## config.mk

```make
export PLATFORM = sky130hd
export DESIGN_NAME = link_reconnect_failover_policy_flat
export DESIGN_NICKNAME = d
export VERILOG_FILES = /design/src/rtl/lrfp_pkg.sv /design/src/rtl/lrfp_ifs.sv /design/src/rtl/lrfp_mod_unit.sv /design/src/rtl/link_reconnect_failover_policy.sv /design/src/flat_wrapper.sv
export SDC_FILE = /design/constraint.sdc
export NUM_CORES = 1
export LEC_CHECK = 0
export ABC_AREA = 1
export BUFFER_PORTS_ARGS = -buffer_cell sky130_fd_sc_hd__buf_2
export CAP_MARGIN = 20
export CORE_UTILIZATION = 50
export CTS_CLUSTER_SIZE = 24
export DETAILED_ROUTE_END_ITERATION = 6
export PLACE_DENSITY_LB_ADDON = 0.1
export SKIP_LAST_GASP = 1
export SYNTH_ARGS = -nofsm -noshare
export SYNTH_HDL_FRONTEND = slang
export SYNTH_HIERARCHICAL = 1
export SYNTH_SLANG_ARGS = --single-unit
```

## constraint.sdc

```tcl
create_clock -name clk -period 5.3 [get_ports clk]
set_clock_uncertainty 0.2 [all_clocks]
set_input_delay 0.53 -clock clk [delete_from_list [all_inputs] [get_ports clk]]
set_output_delay 0.53 -clock clk [all_outputs]
set_load 0.005 [all_outputs]
```

## src/rtl/lrfp_pkg.sv

```systemverilog
package lrfp_pkg;

    localparam int CFG_IDX_W  = 1;
    localparam int CFG_DATA_W = 4;

    localparam logic [CFG_IDX_W-1:0] REG_NET_COUNT   = 1'd0;
    localparam logic [CFG_IDX_W-1:0] REG_PORTAL_MODE = 1'd1;

    localparam logic [2:0] EV_BEGIN      = 3'd0;
    localparam logic [2:0] EV_STA_START  = 3'd1;
    localparam logic [2:0] EV_DISCONNECT = 3'd2;
    localparam logic [2:0] EV_GOT_ADDR   = 3'd3;
    localparam logic [2:0] EV_HEALTH     = 3'd4;

    localparam logic [2:0] ACT_NONE        = 3'd0;
    localparam logic [2:0] ACT_BACKOFF     = 3'd1;
    localparam logic [2:0] ACT_CONNECT_NET = 3'd2;
    localparam logic [2:0] ACT_GAVE_UP     = 3'd3;
    localparam logic [2:0] ACT_REBOOT      = 3'd4;
    localparam logic [2:0] ACT_CONNECT_NOW = 3'd5;
    localparam logic [2:0] ACT_LINKED      = 3'd6;

    localparam logic [15:0] MAX_RETRIES   = 16'd10;
    localparam logic [31:0] BASE_MS       = 32'd1000;
    localparam logic [31:0] CAP_MS        = 32'd60000;
    localparam logic [1:0]  TRIES_PER_NET = 2'd3;
    localparam logic [31:0] WINDOW_MS     = 32'd60000;
    localparam logic [15:0] STORM_LEVEL   = 16'd5;
    localparam logic [15:0] SHIFT_CAP     = 16'd16;
    localparam logic [3:0]  REBOOT_MISSES = 4'd10;

    localparam int DIVIDEND_W = 32;
    localparam int HALF_W     = 15;

    typedef struct packed {
        logic                  start;
        logic [DIVIDEND_W-1:0] dividend;
        logic [HALF_W-1:0]     divisor;
    } mod_req_t;

    typedef struct packed {
        logic              busy;
        logic              done;
        logic [HALF_W-1:0] rem;
    } mod_rsp_t;

    function automatic logic [HALF_W-1:0] half_of(input logic [15:0] attempt);
        logic [15:0] sh;
        logic [31:0] base;
        sh = (attempt == 16'd0) ? 16'd0 : attempt - 16'd1;
        if (sh > SHIFT_CAP)
        begin
            sh = SHIFT_CAP;
        end
        base = BASE_MS << sh[4:0];
        if (base > CAP_MS)
        begin
            base = CAP_MS;
        end
        return HALF_W'(base >> 1);
    endfunction

endpackage

```

## src/rtl/lrfp_ifs.sv

```systemverilog
interface lrfp_in_if;
    logic        valid;
    logic        ready;
    logic [2:0]  event_req;
    logic [31:0] now_ms;
    logic [31:0] rand_word;

    modport source (output valid, output event_req, output now_ms, output rand_word,
                    input ready);
    modport sink (input valid, input event_req, input now_ms, input rand_word,
                  output ready);
endinterface

interface lrfp_out_if;
    logic        valid;
    logic        ready;
    logic [2:0]  action;
    logic [15:0] delay_ms;
    logic [2:0]  net_index;
    logic        storm;
    logic        link_up;
    logic        given_up;
    logic [15:0] retry_count;
    logic [31:0] drop_total;
    logic [31:0] miss_total;

    modport source (output valid, output action, output delay_ms, output net_index,
                    output storm, output link_up, output given_up, output retry_count,
                    output drop_total, output miss_total, input ready);
    modport sink (input valid, input action, input delay_ms, input net_index,
                  input storm, input link_up, input given_up, input retry_count,
                  input drop_total, input miss_total, output ready);
endinterface

```

## src/rtl/lrfp_mod_unit.sv

```systemverilog
module lrfp_mod_unit
    import lrfp_pkg::*;
(
    input  logic     clk,
    input  logic     rst_n,
    input  mod_req_t req,
    output mod_rsp_t rsp
);

    localparam int CNT_W = $clog2(DIVIDEND_W);

    logic                  busy_reg;
    logic [CNT_W-1:0]      cnt_reg;
    logic [DIVIDEND_W-1:0] num_reg;
    logic [HALF_W-1:0]     den_reg;
    logic [HALF_W-1:0]     rem_reg;

    logic [HALF_W:0]       trial;
    logic                  fits;
    logic [HALF_W-1:0]     rem_next;

    // One restoring step: bring in the next dividend bit and subtract if it fits.
    always_comb
    begin
        trial    = {rem_reg, num_reg[DIVIDEND_W-1]};
        fits     = trial >= {1'b0, den_reg};
        rem_next = fits ? HALF_W'(trial - {1'b0, den_reg}) : trial[HALF_W-1:0];
    end

    always_ff @(posedge clk or negedge rst_n)
    begin
        if (!rst_n)
        begin
            busy_reg <= 1'b0;
            cnt_reg  <= '0;
        end
        else if (req.start)
        begin
            busy_reg <= 1'b1;
            cnt_reg  <= CNT_W'(DIVIDEND_W - 1);
        end
        else if (busy_reg)
        begin
            cnt_reg <= cnt_reg - 1'b1;
            if (cnt_reg == '0)
            begin
                busy_reg <= 1'b0;
            end
        end
    end

    always_ff @(posedge clk)
    begin
        if (req.start)
        begin
            num_reg <= req.dividend;
            den_reg <= req.divisor;
            rem_reg <= '0;
        end
        else if (busy_reg)
        begin
            num_reg <= num_reg << 1;
            rem_reg <= rem_next;
        end
    end

    assign rsp.busy = busy_reg;
    assign rsp.done = busy_reg && (cnt_reg == '0);
    assign rsp.rem  = rem_next;

endmodule

```

## src/rtl/link_reconnect_failover_policy.sv

```systemverilog
// Channel  Role    Payload
// evt      sink    event_req, now_ms, rand_word
// act      source  action, delay_ms, net_index, storm, link_up, given_up,
//                  retry_count, drop_total, miss_total
//
// An event without backoff goes to pend_reg, then to out_reg once the output is free.
// A backoff event first waits for the 32-step serial remainder unit to set its delay.
// Reset clears all policy state and configuration; no clearing pass is needed.
// A new event is accepted while the previous result still waits in the output register.
// A stalled output holds the finished result and blocks only the next load.
module link_reconnect_failover_policy
    import lrfp_pkg::*;
#(
    parameter int NETS_MAX = 8
)
(
    input  logic                  clk,
    input  logic                  rst_n,
    input  logic                  wr_en,
    input  logic [CFG_IDX_W-1:0]  wr_index,
    input  logic [CFG_DATA_W-1:0] wr_data,
    lrfp_in_if.sink               evt,
    lrfp_out_if.source            act
);

    localparam int CW = $clog2(NETS_MAX);
    localparam logic [4:0] NetsMaxW = 5'(NETS_MAX);

    typedef enum logic [2:0] {
        ST_IDLE = 3'b001,
        ST_DIV  = 3'b010,
        ST_LOAD = 3'b100
    } seq_state_t;

    typedef struct packed {
        logic [2:0]  action;
        logic [15:0] delay_ms;
        logic [2:0]  net_index;
        logic        storm;
        logic        link_up;
        logic        given_up;
        logic [15:0] retry_count;
        logic [31:0] drop_total;
        logic [31:0] miss_total;
    } res_t;

    logic [3:0]    net_count_reg;
    logic          portal_reg;

    logic          linked_reg,    linked_next;
    logic          gave_up_reg,   gave_up_next;
    logic [15:0]   retries_reg,   retries_next;
    logic [1:0]    tries_reg,     tries_next;
    logic [CW-1:0] cur_net_reg,   cur_net_next;
    logic [31:0]   drops_reg,     drops_next;
    logic [31:0]   win_start_reg, win_start_next;
    logic [15:0]   streak_reg,    streak_next;
    logic [3:0]    hmiss_reg,     hmiss_next;
    logic [31:0]   misses_reg,    misses_next;

    seq_state_t    state_reg,     state_next;
    res_t          pend_reg,      pend_next;
    logic [HALF_W-1:0] half_reg,  half_next;
    logic          out_valid_reg;
    res_t          out_reg;

    logic [4:0]    n_avail;
    logic [2:0]    action_c;
    logic          backoff_c;
    logic [15:0]   attempt_c;
    logic [15:0]   streak_base;
    logic [1:0]    tries_inc;
    res_t          res_c;
    logic          accept;
    logic          out_free;
    mod_req_t      mod_req;
    mod_rsp_t      mod_rsp;

    assign evt.ready = (state_reg == ST_IDLE);
    assign accept    = evt.valid && evt.ready;
    assign out_free  = !out_valid_reg || act.ready;

    always_comb
    begin
        n_avail = ({1'b0, net_count_reg} > NetsMaxW) ? NetsMaxW : {1'b0, net_count_reg};

        linked_next    = linked_reg;
        gave_up_next   = gave_up_reg;
        retries_next   = retries_reg;
        tries_next     = tries_reg;
        cur_net_next   = cur_net_reg;
        drops_next     = drops_reg;
        win_start_next = win_start_reg;
        streak_next    = streak_reg;
        hmiss_next     = hmiss_reg;
        misses_next    = misses_reg;
        action_c       = ACT_NONE;
        backoff_c      = 1'b0;
        attempt_c      = 16'd0;
        streak_base    = streak_reg;
        tries_inc      = tries_reg;

        case (evt.event_req)
            EV_BEGIN:
            begin
                if (n_avail != 5'd0)
                begin
                    cur_net_next = '0;
                    tries_next   = 2'd0;
                    action_c     = ACT_CONNECT_NET;
                end
                else
                begin
                    retries_next = MAX_RETRIES;
                    gave_up_next = 1'b1;
                    action_c     = ACT_GAVE_UP;
                end
            end
            EV_STA_START:
            begin
                retries_next = 16'd0;
                gave_up_next = 1'b0;
            end
            EV_DISCONNECT:
            begin
                retries_next = (retries_reg == 16'hFFFF) ? retries_reg : retries_reg + 16'd1;
                drops_next   = (drops_reg == 32'hFFFF_FFFF) ? drops_reg : drops_reg + 32'd1;
                linked_next  = 1'b0;
                if ((evt.now_ms - win_start_reg) > WINDOW_MS)
                begin
                    win_start_next = evt.now_ms;
                    streak_base    = 16'd0;
                end
                streak_next = (streak_base == 16'hFFFF) ? streak_base : streak_base + 16'd1;
                if (gave_up_reg)
                begin
                    action_c = ACT_NONE;
                end
                else if (n_avail > 5'd1)
                begin
                    tries_inc  = (tries_reg < TRIES_PER_NET) ? tries_reg + 2'd1 : tries_reg;
                    tries_next = tries_inc;
                    if (tries_inc < TRIES_PER_NET)
                    begin
                        backoff_c = 1'b1;
                        attempt_c = {14'd0, tries_inc};
                    end
                    else if (5'(cur_net_reg) + 5'd1 < n_avail)
                    begin
                        cur_net_next = CW'(cur_net_reg + 1'b1);
                        tries_next   = 2'd0;
                        action_c     = ACT_CONNECT_NET;
                    end
                    else if (portal_reg)
                    begin
                        gave_up_next = 1'b1;
                        action_c     = ACT_GAVE_UP;
                    end
                    else
                    begin
                        cur_net_next = '0;
                        tries_next   = 2'd0;
                        action_c     = ACT_CONNECT_NET;
                    end
                end
                else if (portal_reg && (retries_next >= MAX_RETRIES))
                begin
                    gave_up_next = 1'b1;
                    action_c     = ACT_GAVE_UP;
                end
                else
                begin
                    backoff_c = 1'b1;
                    attempt_c = retries_next;
                end
            end
            EV_GOT_ADDR:
            begin
                retries_next = 16'd0;
                tries_next   = 2'd0;
                gave_up_next = 1'b0;
                linked_next  = 1'b1;
                action_c     = ACT_LINKED;
            end
            EV_HEALTH:
            begin
                if (linked_reg)
                begin
                    hmiss_next   = 4'd0;
                    gave_up_next = 1'b0;
                    retries_next = 16'd0;
                end
                else
                begin
                    hmiss_next  = (hmiss_reg == 4'hF) ? hmiss_reg : hmiss_reg + 4'd1;
                    misses_next = (misses_reg == 32'hFFFF_FFFF) ? misses_reg
                                                                : misses_reg + 32'd1;
                    if (hmiss_next >= REBOOT_MISSES)
                    begin
                        action_c = ACT_REBOOT;
                    end
                    else if (n_avail != 5'd0)
                    begin
                        action_c = ACT_CONNECT_NOW;
                    end
                end
            end
            default:
            begin
            end
        endcase

        if (backoff_c)
        begin
            action_c = ACT_BACKOFF;
        end

        res_c.action      = action_c;
        res_c.delay_ms    = 16'd0;
        res_c.net_index   = 3'(cur_net_next);
        res_c.storm       = streak_next >= STORM_LEVEL;
        res_c.link_up     = linked_next;
        res_c.given_up    = gave_up_next;
        res_c.retry_count = retries_next;
        res_c.drop_total  = drops_next;
        res_c.miss_total  = misses_next;
    end

    assign half_next        = half_of(attempt_c);
    assign mod_req.start    = accept && backoff_c;
    assign mod_req.dividend = evt.rand_word;
    assign mod_req.divisor  = half_next + 1'b1;

    lrfp_mod_unit u_mod
    (
        .clk   (clk),
        .rst_n (rst_n),
        .req   (mod_req),
        .rsp   (mod_rsp)
    );

    always_comb
    begin
        state_next = state_reg;
        pend_next  = pend_reg;
        case (state_reg)
            ST_IDLE:
            begin
                if (accept)
                begin
                    pend_next  = res_c;
                    state_next = backoff_c ? ST_DIV : ST_LOAD;
                end
            end
            ST_DIV:
            begin
                if (mod_rsp.done)
                begin
                    pend_next.delay_ms = {1'b0, half_reg} + {1'b0, mod_rsp.rem};
                    state_next         = ST_LOAD;
                end
            end
            ST_LOAD:
            begin
                if (out_free)
                begin
                    state_next = ST_IDLE;
                end
            end
            default:
            begin
                state_next = ST_IDLE;
            end
        endcase
    end

    always_ff @(posedge clk or negedge rst_n)
    begin
        if (!rst_n)
        begin
            net_count_reg <= 4'd0;
            portal_reg    <= 1'b0;
        end
        else if (wr_en)
        begin
            case (wr_index)
                REG_NET_COUNT:   net_count_reg <= wr_data[3:0];
                REG_PORTAL_MODE: portal_reg    <= wr_data[0];
                default:
                begin
                end
            endcase
        end
    end

    always_ff @(posedge clk or negedge rst_n)
    begin
        if (!rst_n)
        begin
            linked_reg    <= 1'b0;
            gave_up_reg   <= 1'b0;
            retries_reg   <= 16'd0;
            tries_reg     <= 2'd0;
            cur_net_reg   <= '0;
            drops_reg     <= 32'd0;
            win_start_reg <= 32'd0;
            streak_reg    <= 16'd0;
            hmiss_reg     <= 4'd0;
            misses_reg    <= 32'd0;
        end
        else if (accept)
        begin
            linked_reg    <= linked_next;
            gave_up_reg   <= gave_up_next;
            retries_reg   <= retries_next;
            tries_reg     <= tries_next;
            cur_net_reg   <= cur_net_next;
            drops_reg     <= drops_next;
            win_start_reg <= win_start_next;
            streak_reg    <= streak_next;
            hmiss_reg     <= hmiss_next;
            misses_reg    <= misses_next;
        end
    end

    always_ff @(posedge clk or negedge rst_n)
    begin
        if (!rst_n)
        begin
            state_reg     <= ST_IDLE;
            out_valid_reg <= 1'b0;
        end
        else
        begin
            state_reg <= state_next;
            if ((state_reg == ST_LOAD) && out_free)
            begin
                out_valid_reg <= 1'b1;
            end
            else if (act.ready)
            begin
                out_valid_reg <= 1'b0;
            end
        end
    end

    always_ff @(posedge clk)
    begin
        pend_reg <= pend_next;
        if (accept)
        begin
            half_reg <= half_next;
        end
        if ((state_reg == ST_LOAD) && out_free)
        begin
            out_reg <= pend_reg;
        end
    end

    assign act.valid       = out_valid_reg;
    assign act.action      = out_reg.action;
    assign act.delay_ms    = out_reg.delay_ms;
    assign act.net_index   = out_reg.net_index;
    assign act.storm       = out_reg.storm;
    assign act.link_up     = out_reg.link_up;
    assign act.given_up    = out_reg.given_up;
    assign act.retry_count = out_reg.retry_count;
    assign act.drop_total  = out_reg.drop_total;
    assign act.miss_total  = out_reg.miss_total;

    // The remainder unit must be running for the whole wait for it.
    a_div_busy: assert property (@(posedge clk) disable iff (!rst_n)
        (state_reg == ST_DIV) |-> mod_rsp.busy)
        else $error("sequencer waits on an idle remainder unit");

    a_done_in_div: assert property (@(posedge clk) disable iff (!rst_n)
        mod_rsp.done |-> (state_reg == ST_DIV))
        else $error("remainder finished outside the wait state");

    a_load_shows: assert property (@(posedge clk) disable iff (!rst_n)
        ((state_reg == ST_LOAD) && out_free) |=> out_valid_reg)
        else $error("loaded result not presented");

    a_delay_only_backoff: assert property (@(posedge clk) disable iff (!rst_n)
        (out_valid_reg && (out_reg.action != ACT_BACKOFF)) |-> (out_reg.delay_ms == 16'd0))
        else $error("delay given with an action other than backoff");

    a_delay_cap: assert property (@(posedge clk) disable iff (!rst_n)
        out_valid_reg |-> (out_reg.delay_ms <= 16'(CAP_MS)))
        else $error("backoff delay above the cap");

endmodule

```

## src/flat_wrapper.sv

```systemverilog
// flat-port wrapper written by rule: the top's interface ports become plain ports
module link_reconnect_failover_policy_flat import lrfp_pkg::*;
#(
    parameter int NETS_MAX = 8
)
  (clk, rst_n, wr_en, wr_index, wr_data, evt_valid, evt_event_req, evt_now_ms, evt_rand_word, evt_ready, act_valid, act_action, act_delay_ms, act_net_index, act_storm, act_link_up, act_given_up, act_retry_count, act_drop_total, act_miss_total, act_ready);
  lrfp_in_if evt_i ();
  lrfp_out_if act_i ();
  input  logic clk;
  input  logic rst_n;
  input  logic wr_en;
  input  logic [CFG_IDX_W-1:0] wr_index;
  input  logic [CFG_DATA_W-1:0] wr_data;
  input wire logic [$bits(evt_i.valid)-1:0] evt_valid;
  input wire logic [$bits(evt_i.event_req)-1:0] evt_event_req;
  input wire logic [$bits(evt_i.now_ms)-1:0] evt_now_ms;
  input wire logic [$bits(evt_i.rand_word)-1:0] evt_rand_word;
  output wire logic [$bits(evt_i.ready)-1:0] evt_ready;
  output wire logic [$bits(act_i.valid)-1:0] act_valid;
  output wire logic [$bits(act_i.action)-1:0] act_action;
  output wire logic [$bits(act_i.delay_ms)-1:0] act_delay_ms;
  output wire logic [$bits(act_i.net_index)-1:0] act_net_index;
  output wire logic [$bits(act_i.storm)-1:0] act_storm;
  output wire logic [$bits(act_i.link_up)-1:0] act_link_up;
  output wire logic [$bits(act_i.given_up)-1:0] act_given_up;
  output wire logic [$bits(act_i.retry_count)-1:0] act_retry_count;
  output wire logic [$bits(act_i.drop_total)-1:0] act_drop_total;
  output wire logic [$bits(act_i.miss_total)-1:0] act_miss_total;
  input wire logic [$bits(act_i.ready)-1:0] act_ready;
  assign evt_i.valid = evt_valid;
  assign evt_i.event_req = evt_event_req;
  assign evt_i.now_ms = evt_now_ms;
  assign evt_i.rand_word = evt_rand_word;
  assign evt_ready = evt_i.ready;
  assign act_valid = act_i.valid;
  assign act_action = act_i.action;
  assign act_delay_ms = act_i.delay_ms;
  assign act_net_index = act_i.net_index;
  assign act_storm = act_i.storm;
  assign act_link_up = act_i.link_up;
  assign act_given_up = act_i.given_up;
  assign act_retry_count = act_i.retry_count;
  assign act_drop_total = act_i.drop_total;
  assign act_miss_total = act_i.miss_total;
  assign act_i.ready = act_ready;
  link_reconnect_failover_policy #(.NETS_MAX(NETS_MAX)) u_core (.clk(clk), .rst_n(rst_n), .wr_en(wr_en), .wr_index(wr_index), .wr_data(wr_data), .evt(evt_i), .act(act_i));
endmodule
```

[Word-level counts from Yosys, hierarchy flattened]
Cells that the tools add are included.
Cells by class
  add/sub/neg operators: 14
  magnitude comparators: 12
  equal/unequal tests: 18
  shift-type cells: 1
  mux-type cells: 83
  bitwise operators: 1
  reduce and logical (&&, ||, !) cells: 24
Operators with widths (count)
  two-way mux 16 bit: 14
  two-way mux 32 bit: 7
  two-way mux 102 bit: 1
  adder 32 x 1 -> 32 bit (second input constant): 2
  equality test 32 bit (second input constant): 2
  > comparator 32 x 16 -> 1 bit (second input constant): 2
  one-hot mux 16 bit (4 select lines): 1
  two-way mux 3 bit: 17
  adder 16 x 1 -> 16 bit (second input constant): 2
  equality test 16 bit (second input constant): 2
  one-hot mux 16 bit (2 select lines): 1
  << shifter 10 x 5 -> 32 bit (first input constant): 1
  subtractor 32 bit: 1
  two-way mux 1 bit: 20
  two-way mux 2 bit: 9
  adder 15 x 15 -> 16 bit: 1
  greater-or-equal comparator 16 x 15 -> 1 bit: 1
  greater-or-equal comparator 16 x 3 -> 1 bit (second input constant): 1
  greater-or-equal comparator 16 x 4 -> 1 bit (second input constant): 1
  > comparator 16 x 5 -> 1 bit (second input constant): 1
  logical NOT 16 bit: 1
  subtractor 16 x 1 -> 16 bit (second input constant): 1
  adder 15 x 1 -> 15 bit (second input constant): 1
  two-way mux 15 bit: 1
  38 further kinds: 62
Word-level totals
  flip-flop bits (word level): 441
  input port bits: 77
  output and inout bits: 107
  word-level logic and storage cells: 191

[Longest topological paths before layout]
Gate-level depths: netlist of run 1.
  word-level depth: 16
  depth in mapped cells: 38
  mapped depth without buffers: 37

[Hierarchy]
Netlist of run 1, hierarchy kept.
Modules (own cells, without submodules)
  link_reconnect_failover_policy: times used 1, cells each 2395, area an instance 20069.2 um2, seq. area each 10401.2 um2
  lrfp_mod_unit: times used 1, cells each 498, area an instance 3931.3 um2, seq. area each 1861.8 um2

[Worst setup path after synthesis of run 1]
No wires, ideal clock.
  kind: in2reg
  start point: input act_ready
  end point: register u_core.out_reg, in the netlist u_core/act.action[0], enable pin
  library setup time: 0.570 ns
  arrival time: 4.930 ns
  required time: 4.530 ns
  path slack: -0.399 ns
  stages: 2
  buffers on the path: 0
  cells stage by stage: nor2_1 > nor2_1
Between the ends
  cells in the longest elaborated chain, start to end: 2
Ends and longest elaborated chain
  from (decl): line flat_wrapper.sv:29  | input wire logic [$bits(act_i.ready)-1:0] act_ready;
  logical OR 1 bit: line link_reconnect_failover_policy.sv:81  | assign out_free = !out_valid_reg || act.ready;
  logical AND 1 bit: line link_reconnect_failover_policy.sv:354  | if ((state_reg == ST_LOAD) && out_free)
  to (signal assigned): line link_reconnect_failover_policy.sv:356  | out_reg <= pend_reg;
  to (decl): line link_reconnect_failover_policy.sv:65  | res_t out_reg;
No other way between the ends.
A chain may end at the register's enable or synchronous reset.

==> results_dict.tcl, run 1 <==
set metrics [dict create \
    status "finished, final reports clean" \
    vdd_drop_max_mv 0.305 \
    first_global_vias 18700 \
    area_growth_pct 16.0 \
    hold_ws_ns 0.0275 \
    finalWorstSetupSlack_ns 0.475 \
    drtIter0Drc 1261 \
    max_stage_delay_ns 0.42 \
    crit_type "register to register" \
    p_leak_nw 12.9 \
    cts_buffers 47 \
    crit_buf_inv 4 \
    maxSlewViolCount 0 \
    syn_nets 3045 \
    place.gp.congestion 0.938 \
    clk_path_buf_depth 3 \
    path_delay_family "simple AND/OR/NAND/NOR gates" \
    instances_no_fill 3799 \
    grt_pass1_wl_um 94100 \
    grt_overflow_total 0 \
    tns_ns 0 \
    die_x_um 221 \
    worstMarginPinSlew_ns 1.11 \
    synthesis.area_sq_um 24000 \
    rows 79 \
    grtUsageMet1 0.331 \
    cp.arrival_ns 4.96 \
    fin_nets 3305 \
    synth-warning-count 6 \
    n_fill_cell 4204 \
    cts_root_buffer "clkbuf_16" \
    die_y_um 221 \
    postRouteAntennaNets 0 \
    finalSetupViolCount 0 \
    rsz0062_at_grt "yes" \
    crit_required_ns 5.44 \
    placed_cells 3649 \
    crit_path_max_fanout 16 \
    worstHoldPathType "input pin to register" \
    final.period_utilization 0.910 \
    end_kind "register" \
    clk_pin_slew_ns 0.07 \
    maxSlewHeadroom 0.258 \
    syn-instance-count 2892 \
    final_area_sq_um 27800 \
    drive_above_1_share 0.120 \
    port_buffers 183 \
    largest_reg_flops 105 \
    antenna_found_initial 2 \
    core_sq_um 47000 \
    wl_um 56600 \
    r2r_slack_ns 0.48 \
    via_count 19300 \
    cap_viol_max_count 0 \
    use_met2 0.367 \
    grt_use_met3 0.0438 \
    dpl_cell_area_sq_um 25700 \
    max_freq_mhz 207 \
    clkLatencyLatePin_ns 0.60 \
    crit_slowest_cell "fa_1" \
    numClockSinks 439 \
    drcViolationCount 0 \
    firstDrtPassIters 6 \
    grt-busiest-layer "met2" \
    avgSynthCellArea_sq_um 8.30 \
    dp_slack_ns 0.334 \
    pin_count 184 \
    place_hpwl_um 41000 \
    cts_tree "built" \
    htreeDepth 2 \
    fin_crit_ns 4.82 \
    setup.worst_path.start_class "register" \
    avgRoutedWirePerCell_um 14.9 \
    grt_max_degree 222 \
    grt_usage 0.235 \
    vias_per_cell 5.08 \
    die-area_sq_um 48900 \
    p_per_area_nw_per_um2 504 \
    start_util 0.511 \
    finalHoldViolations 0 \
]
==> worst paths after layout <==
path / from / to / cells past startpoint
worst max-delay path: u_core/u_mod/num_reg[31]$_DFFE_PP_ / u_core/pend_reg[100]$_DFFE_PP_ / 32
worst min-delay path: evt_rand_word[20] / u_core/u_mod/num_reg[20]$_DFFE_PP_ / 3
worst max register to register: u_core/u_mod/num_reg[31]$_DFFE_PP_ / u_core/pend_reg[100]$_DFFE_PP_ / 32
worst min register to register: u_core/pend_reg[77]$_DFFE_PP_ / u_core/act.retry_count[13]$_DFFE_PP_ / 0
max in group asynchronous: rst_n / u_core/drops_reg[29]$_DFFE_PN0P_ / 3
min in group asynchronous: rst_n / u_core/win_start_reg[14]$_DFFE_PN0P_ / 2
==> layout by cell type (no fill, tap or decap), types with 7 or more instances in the layout <==
cell           instances
a21oi_1               84
and2_1                15
buf_2                182
buf_4                 18
clkbuf_1              10
clkbuf_16             47
clkinv_2              11
dfrtp_1              153
dfxtp_1               15
dlygate4sd3_1         61
edfxtp_1             270
ha_1                  72
inv_1                443
inv_2                 12
nand2_1              849
nand2_2               18
nand3_1              154
nand3_2               13
nand3b_1              14
nand4_1               48
nor2_1               256
nor2_2                21
nor2_4                10
nor3_1                60
nor3_2                 7
nor4_1                 8
o21ai_0              146
o21ai_1               10
o22ai_1               15
xnor2_1               12
xor2_1                77
==> timing repair <==
item / in CTS / in global routing
gates resized for setup: 0 / 8
buffers inserted: 0 / 0
endpoints found under the setup margin: 0 / 6
hold buffers: 61 / 0
endpoints found under the hold margin: 132 / 0
==> metrics by stage <==
step           total power [mW]  utilization
5_1_grt                    15.1        0.593
3_5_place_dp               10.7        0.546
6_report                   14.0        0.593
2_1_floorplan              9.22            -
4_1_cts                    14.1        0.592
3_3_place_gp               10.6        0.546
==> metal layers <==
| metal | vias up | share of wire |
|---|---|---|
| met2 | 440 | 0.44 |
| met4 | 2 | 0.028 |
| met5 | - | 0.00023 |
| met3 | 102 | 0.051 |
| li1 | 9847 | - |
| met1 | 8913 | 0.48 |
==> worst register-to-register path, delay by kind of cell (launching register included) <==
family | cells | cell delay (ns)
fa+ha+maj | 4 | 1.27
simple gates | 18 | 1.67
flops | 1 | 0.32
compound gates | 6 | 0.86
buf+inv | 4 | 0.25
==> area by class of cell <==
class | count | area [sq um] | area share
antenna | 1 | 2.50 | 0.0000899
multi-input combinational | 1942 | 9810 | 0.352
clock buffer | 62 | 1280 | 0.0461
inverter | 456 | 1710 | 0.0615
sequential | 439 | 12300 | 0.440
timing repair buffer | 266 | 1750 | 0.0628
tap | 607 | 759 | 0.0273
clock inverter | 26 | 262 | 0.00939
==> where the power goes <==
group | internal, mW | switching [mW]
clock | 1.87 | 1.41
combinational | 1.77 | 3.56
sequential | 4.92 | 0.491
total | 8.57 | 5.46
No activity file was read; power rests on OpenSTA's default activity.
==> run 2, diff against run 1 <==
- REMOVE_ABC_BUFFERS: not set -> 1
==> run 2 against run 1 <==
Register-to-register slack got worse by 0.06 ns. Setup slack worse by 0.17 ns. Cell area is 0.26% lower. Clock power is 5% higher.
==> results_dict.tcl, run 2 (synthesized netlist as in run 1, its figures left out) <==
set metrics [dict create \
    port_buffers 183 \
    place_hpwl_um 42600 \
    core_sq_um 47000 \
    crit_required_ns 5.44 \
    largest_reg_flops 105 \
    rows 79 \
    intPower_mw 8.73 \
    placed_cells 3652 \
    crit_type "input pin to register" \
    worstMarginPinSlew_ns 1.18 \
    htreeDepth 2 \
    grt_usage 0.235 \
    r2r.worst_path.cells 31 \
    first_global_vias 18600 \
    drcViolationCount 0 \
    final_util 0.591 \
    vias_per_cell 5.04 \
    setup.worst_path.start_class "input pin" \
    r2r_end "u_core/pend_reg[82]$_DFFE_PP_" \
    cp.arrival_ns 5.14 \
    crit_slowest_cell "o21ai_2" \
    die-area_sq_um 48900 \
    pwr-share-clk 0.241 \
    finalSetupViolCount 0 \
    n_fill_cell 4219 \
    critPathCapture "u_core/pend_reg[82]$_DFFE_PP_" \
    rsz0062_at_grt "yes" \
    post_cts_buffers 0 \
    via_count 19100 \
    wl_um 56700 \
    final.period_utilization 0.942 \
    crit_path_max_fanout 20 \
    avgRoutedWirePerCell_um 15.0 \
    power.switching_mw 5.48 \
    postRouteAntennaNets 0 \
    final_common_cell "nand2_1" \
    pin_count 184 \
    max_freq_mhz 200 \
    grt_overflow_total 0 \
    p_leak_nw 12.9 \
    max_stage_delay_ns 0.67 \
    finalHoldViolations 0 \
    r2r_slack_ns 0.42 \
    firstDrtPassIters 5 \
    fin_nets 3291 \
    area_growth_pct 15.7 \
    most-common-layout-cells "nand2_1 (848), inv_1 (443), edfxtp_1 (270)" \
    p_per_area_nw_per_um2 512 \
    antenna_cells 0 \
    place.gp.congestion 0.930 \
    cts_root_buffer "clkbuf_16" \
    cts_buffers 48 \
    vdd_drop_max_mv 0.273 \
    fin_crit_ns 4.99 \
    drtIter0Drc 1275 \
    combPwrFrac 0.377 \
    clk_path_buf_depth 3 \
    antenna_found_initial 2 \
    maxSlewViolCount 0 \
    worstHoldPathType "input pin to register" \
    clkLatencyLatePin_ns 0.59 \
    cap_viol_max_count 0 \
    timing.critical_path.mode_cell "nand2_1" \
    grt_max_degree 191 \
    numClockSinks 439 \
    cts_tree "built" \
    startpoint "evt_now_ms[8]" \
    swShare 0.386 \
    hold_ws_ns 0.0297 \
    instances_no_fill 3785 \
    status "finished, final reports clean" \
    r2r-start "u_core/win_start_reg[0]$_DFFE_PN0P_" \
    grt_pass1_wl_um 93400 \
    start_util 0.511 \
    seq_power_share 0.382 \
    end_kind "register" \
    die_y_um 221 \
    clk_pin_slew_ns 0.06 \
    die_x_um 221 \
    drive_above_1_share 0.121 \
    maxSlewHeadroom 0.212 \
]
run 2: cell types whose count changed in the layout (fill, tap and decap cells not counted), moves of 2 or more:
cell / before / now
dlygate4sd3_1: 61 / 42
buf_4: 18 / 24
clkinv_1: 2 / 8
clkinv_2: 11 / 7
buf_12: 4 / 1
bufinv_16: 3 / 6
clkinvlp_4: 5 / 2
clkinv_4: 2 / 0
run 2: metal layers:
layer / wire length, um / global-route usage / up-vias
met5: 18 / 0 / -
met4: 1330 / 0.0684 / 4
met3: 2490 / 0.0339 / 89
met2: 25900 / 0.381 / 386
met1: 27000 / 0.328 / 8780
li1: - / - / 9826
run 2: how the worst min path moves through the flow:
stage	from	end	slack (ns)	cells past startpoint
CTS	evt_rand_word[3]	u_core/u_mod/num_reg[3]$_DFFE_PP_	0.0002	3
floorplan	rst_n	u_core/act.valid$_DFFE_PN0P_	0.03	0
detailed placement	u_core/pend_reg[96]$_DFFE_PP_	u_core/act.delay_ms[10]$_DFFE_PP_	0.20	0
finish	evt_rand_word[25]	u_core/u_mod/num_reg[25]$_DFFE_PP_	0.03	3
global route	evt_rand_word[29]	u_core/u_mod/num_reg[29]$_DFFE_PP_	0.02	3
global placement	u_core/pend_reg[43]$_DFFE_PP_	u_core/act.drop_total[11]$_DFFE_PP_	0.20	0
run 2: power by group through the flow:
stage / clock network (mW) / registers, mW / logic [mW]
finish: 3.43 / 5.43 / 5.36
global route: 3.65 / 5.52 / 6.12
CTS: 3.53 / 5.43 / 5.34
detailed placement: 0 / 5.48 / 5.28
global placement: 0 / 5.45 / 5.20
floorplan: 0 / 5.45 / 3.80
run 2: final cells by class:
cell class | count | area, sq um | share of cell area
clock inverter | 26 | 332 | 0.0119
timing repair buffer | 251 | 1550 | 0.0557
sequential | 439 | 12300 | 0.442
multi-input combinational | 1942 | 9840 | 0.354
tap | 607 | 759 | 0.0274
inverter | 456 | 1710 | 0.0616
clock buffer | 64 | 1310 | 0.0472
run 2: worst max-delay path, delay by kind of cell:
family,cells,cell delay [ns]
AO/OA/AOI/OAI,2,0.95
adder cells (fa/ha/maj),1,0.38
buffers and inverters,4,0.92
AND/OR/NAND/NOR,21,2.35
run 2: stage by stage:
stage / setup TNS [ns] / power, mW / setup slack (ns) / instance area (sq um)
after floorplan: -2862.47 / 9.25 / -13.11 / 23700
after global placement: 0 / 10.7 / 0.0888 / 25600
after detailed placement: 0 / 10.8 / 0.0791 / 25600
after CTS: 0 / 14.3 / 0.257 / 27700
after global routing: -0.0716 / 15.3 / -0.0716 / 27800
final: 0 / 14.2 / 0.305 / 27800
run 2: timing repair:
action | in CTS | in global routing
hold buffers | 42 | 0
endpoints found under the hold margin | 116 | 0
resized for setup | 0 | 13
setup endpoints to repair | 0 | 18
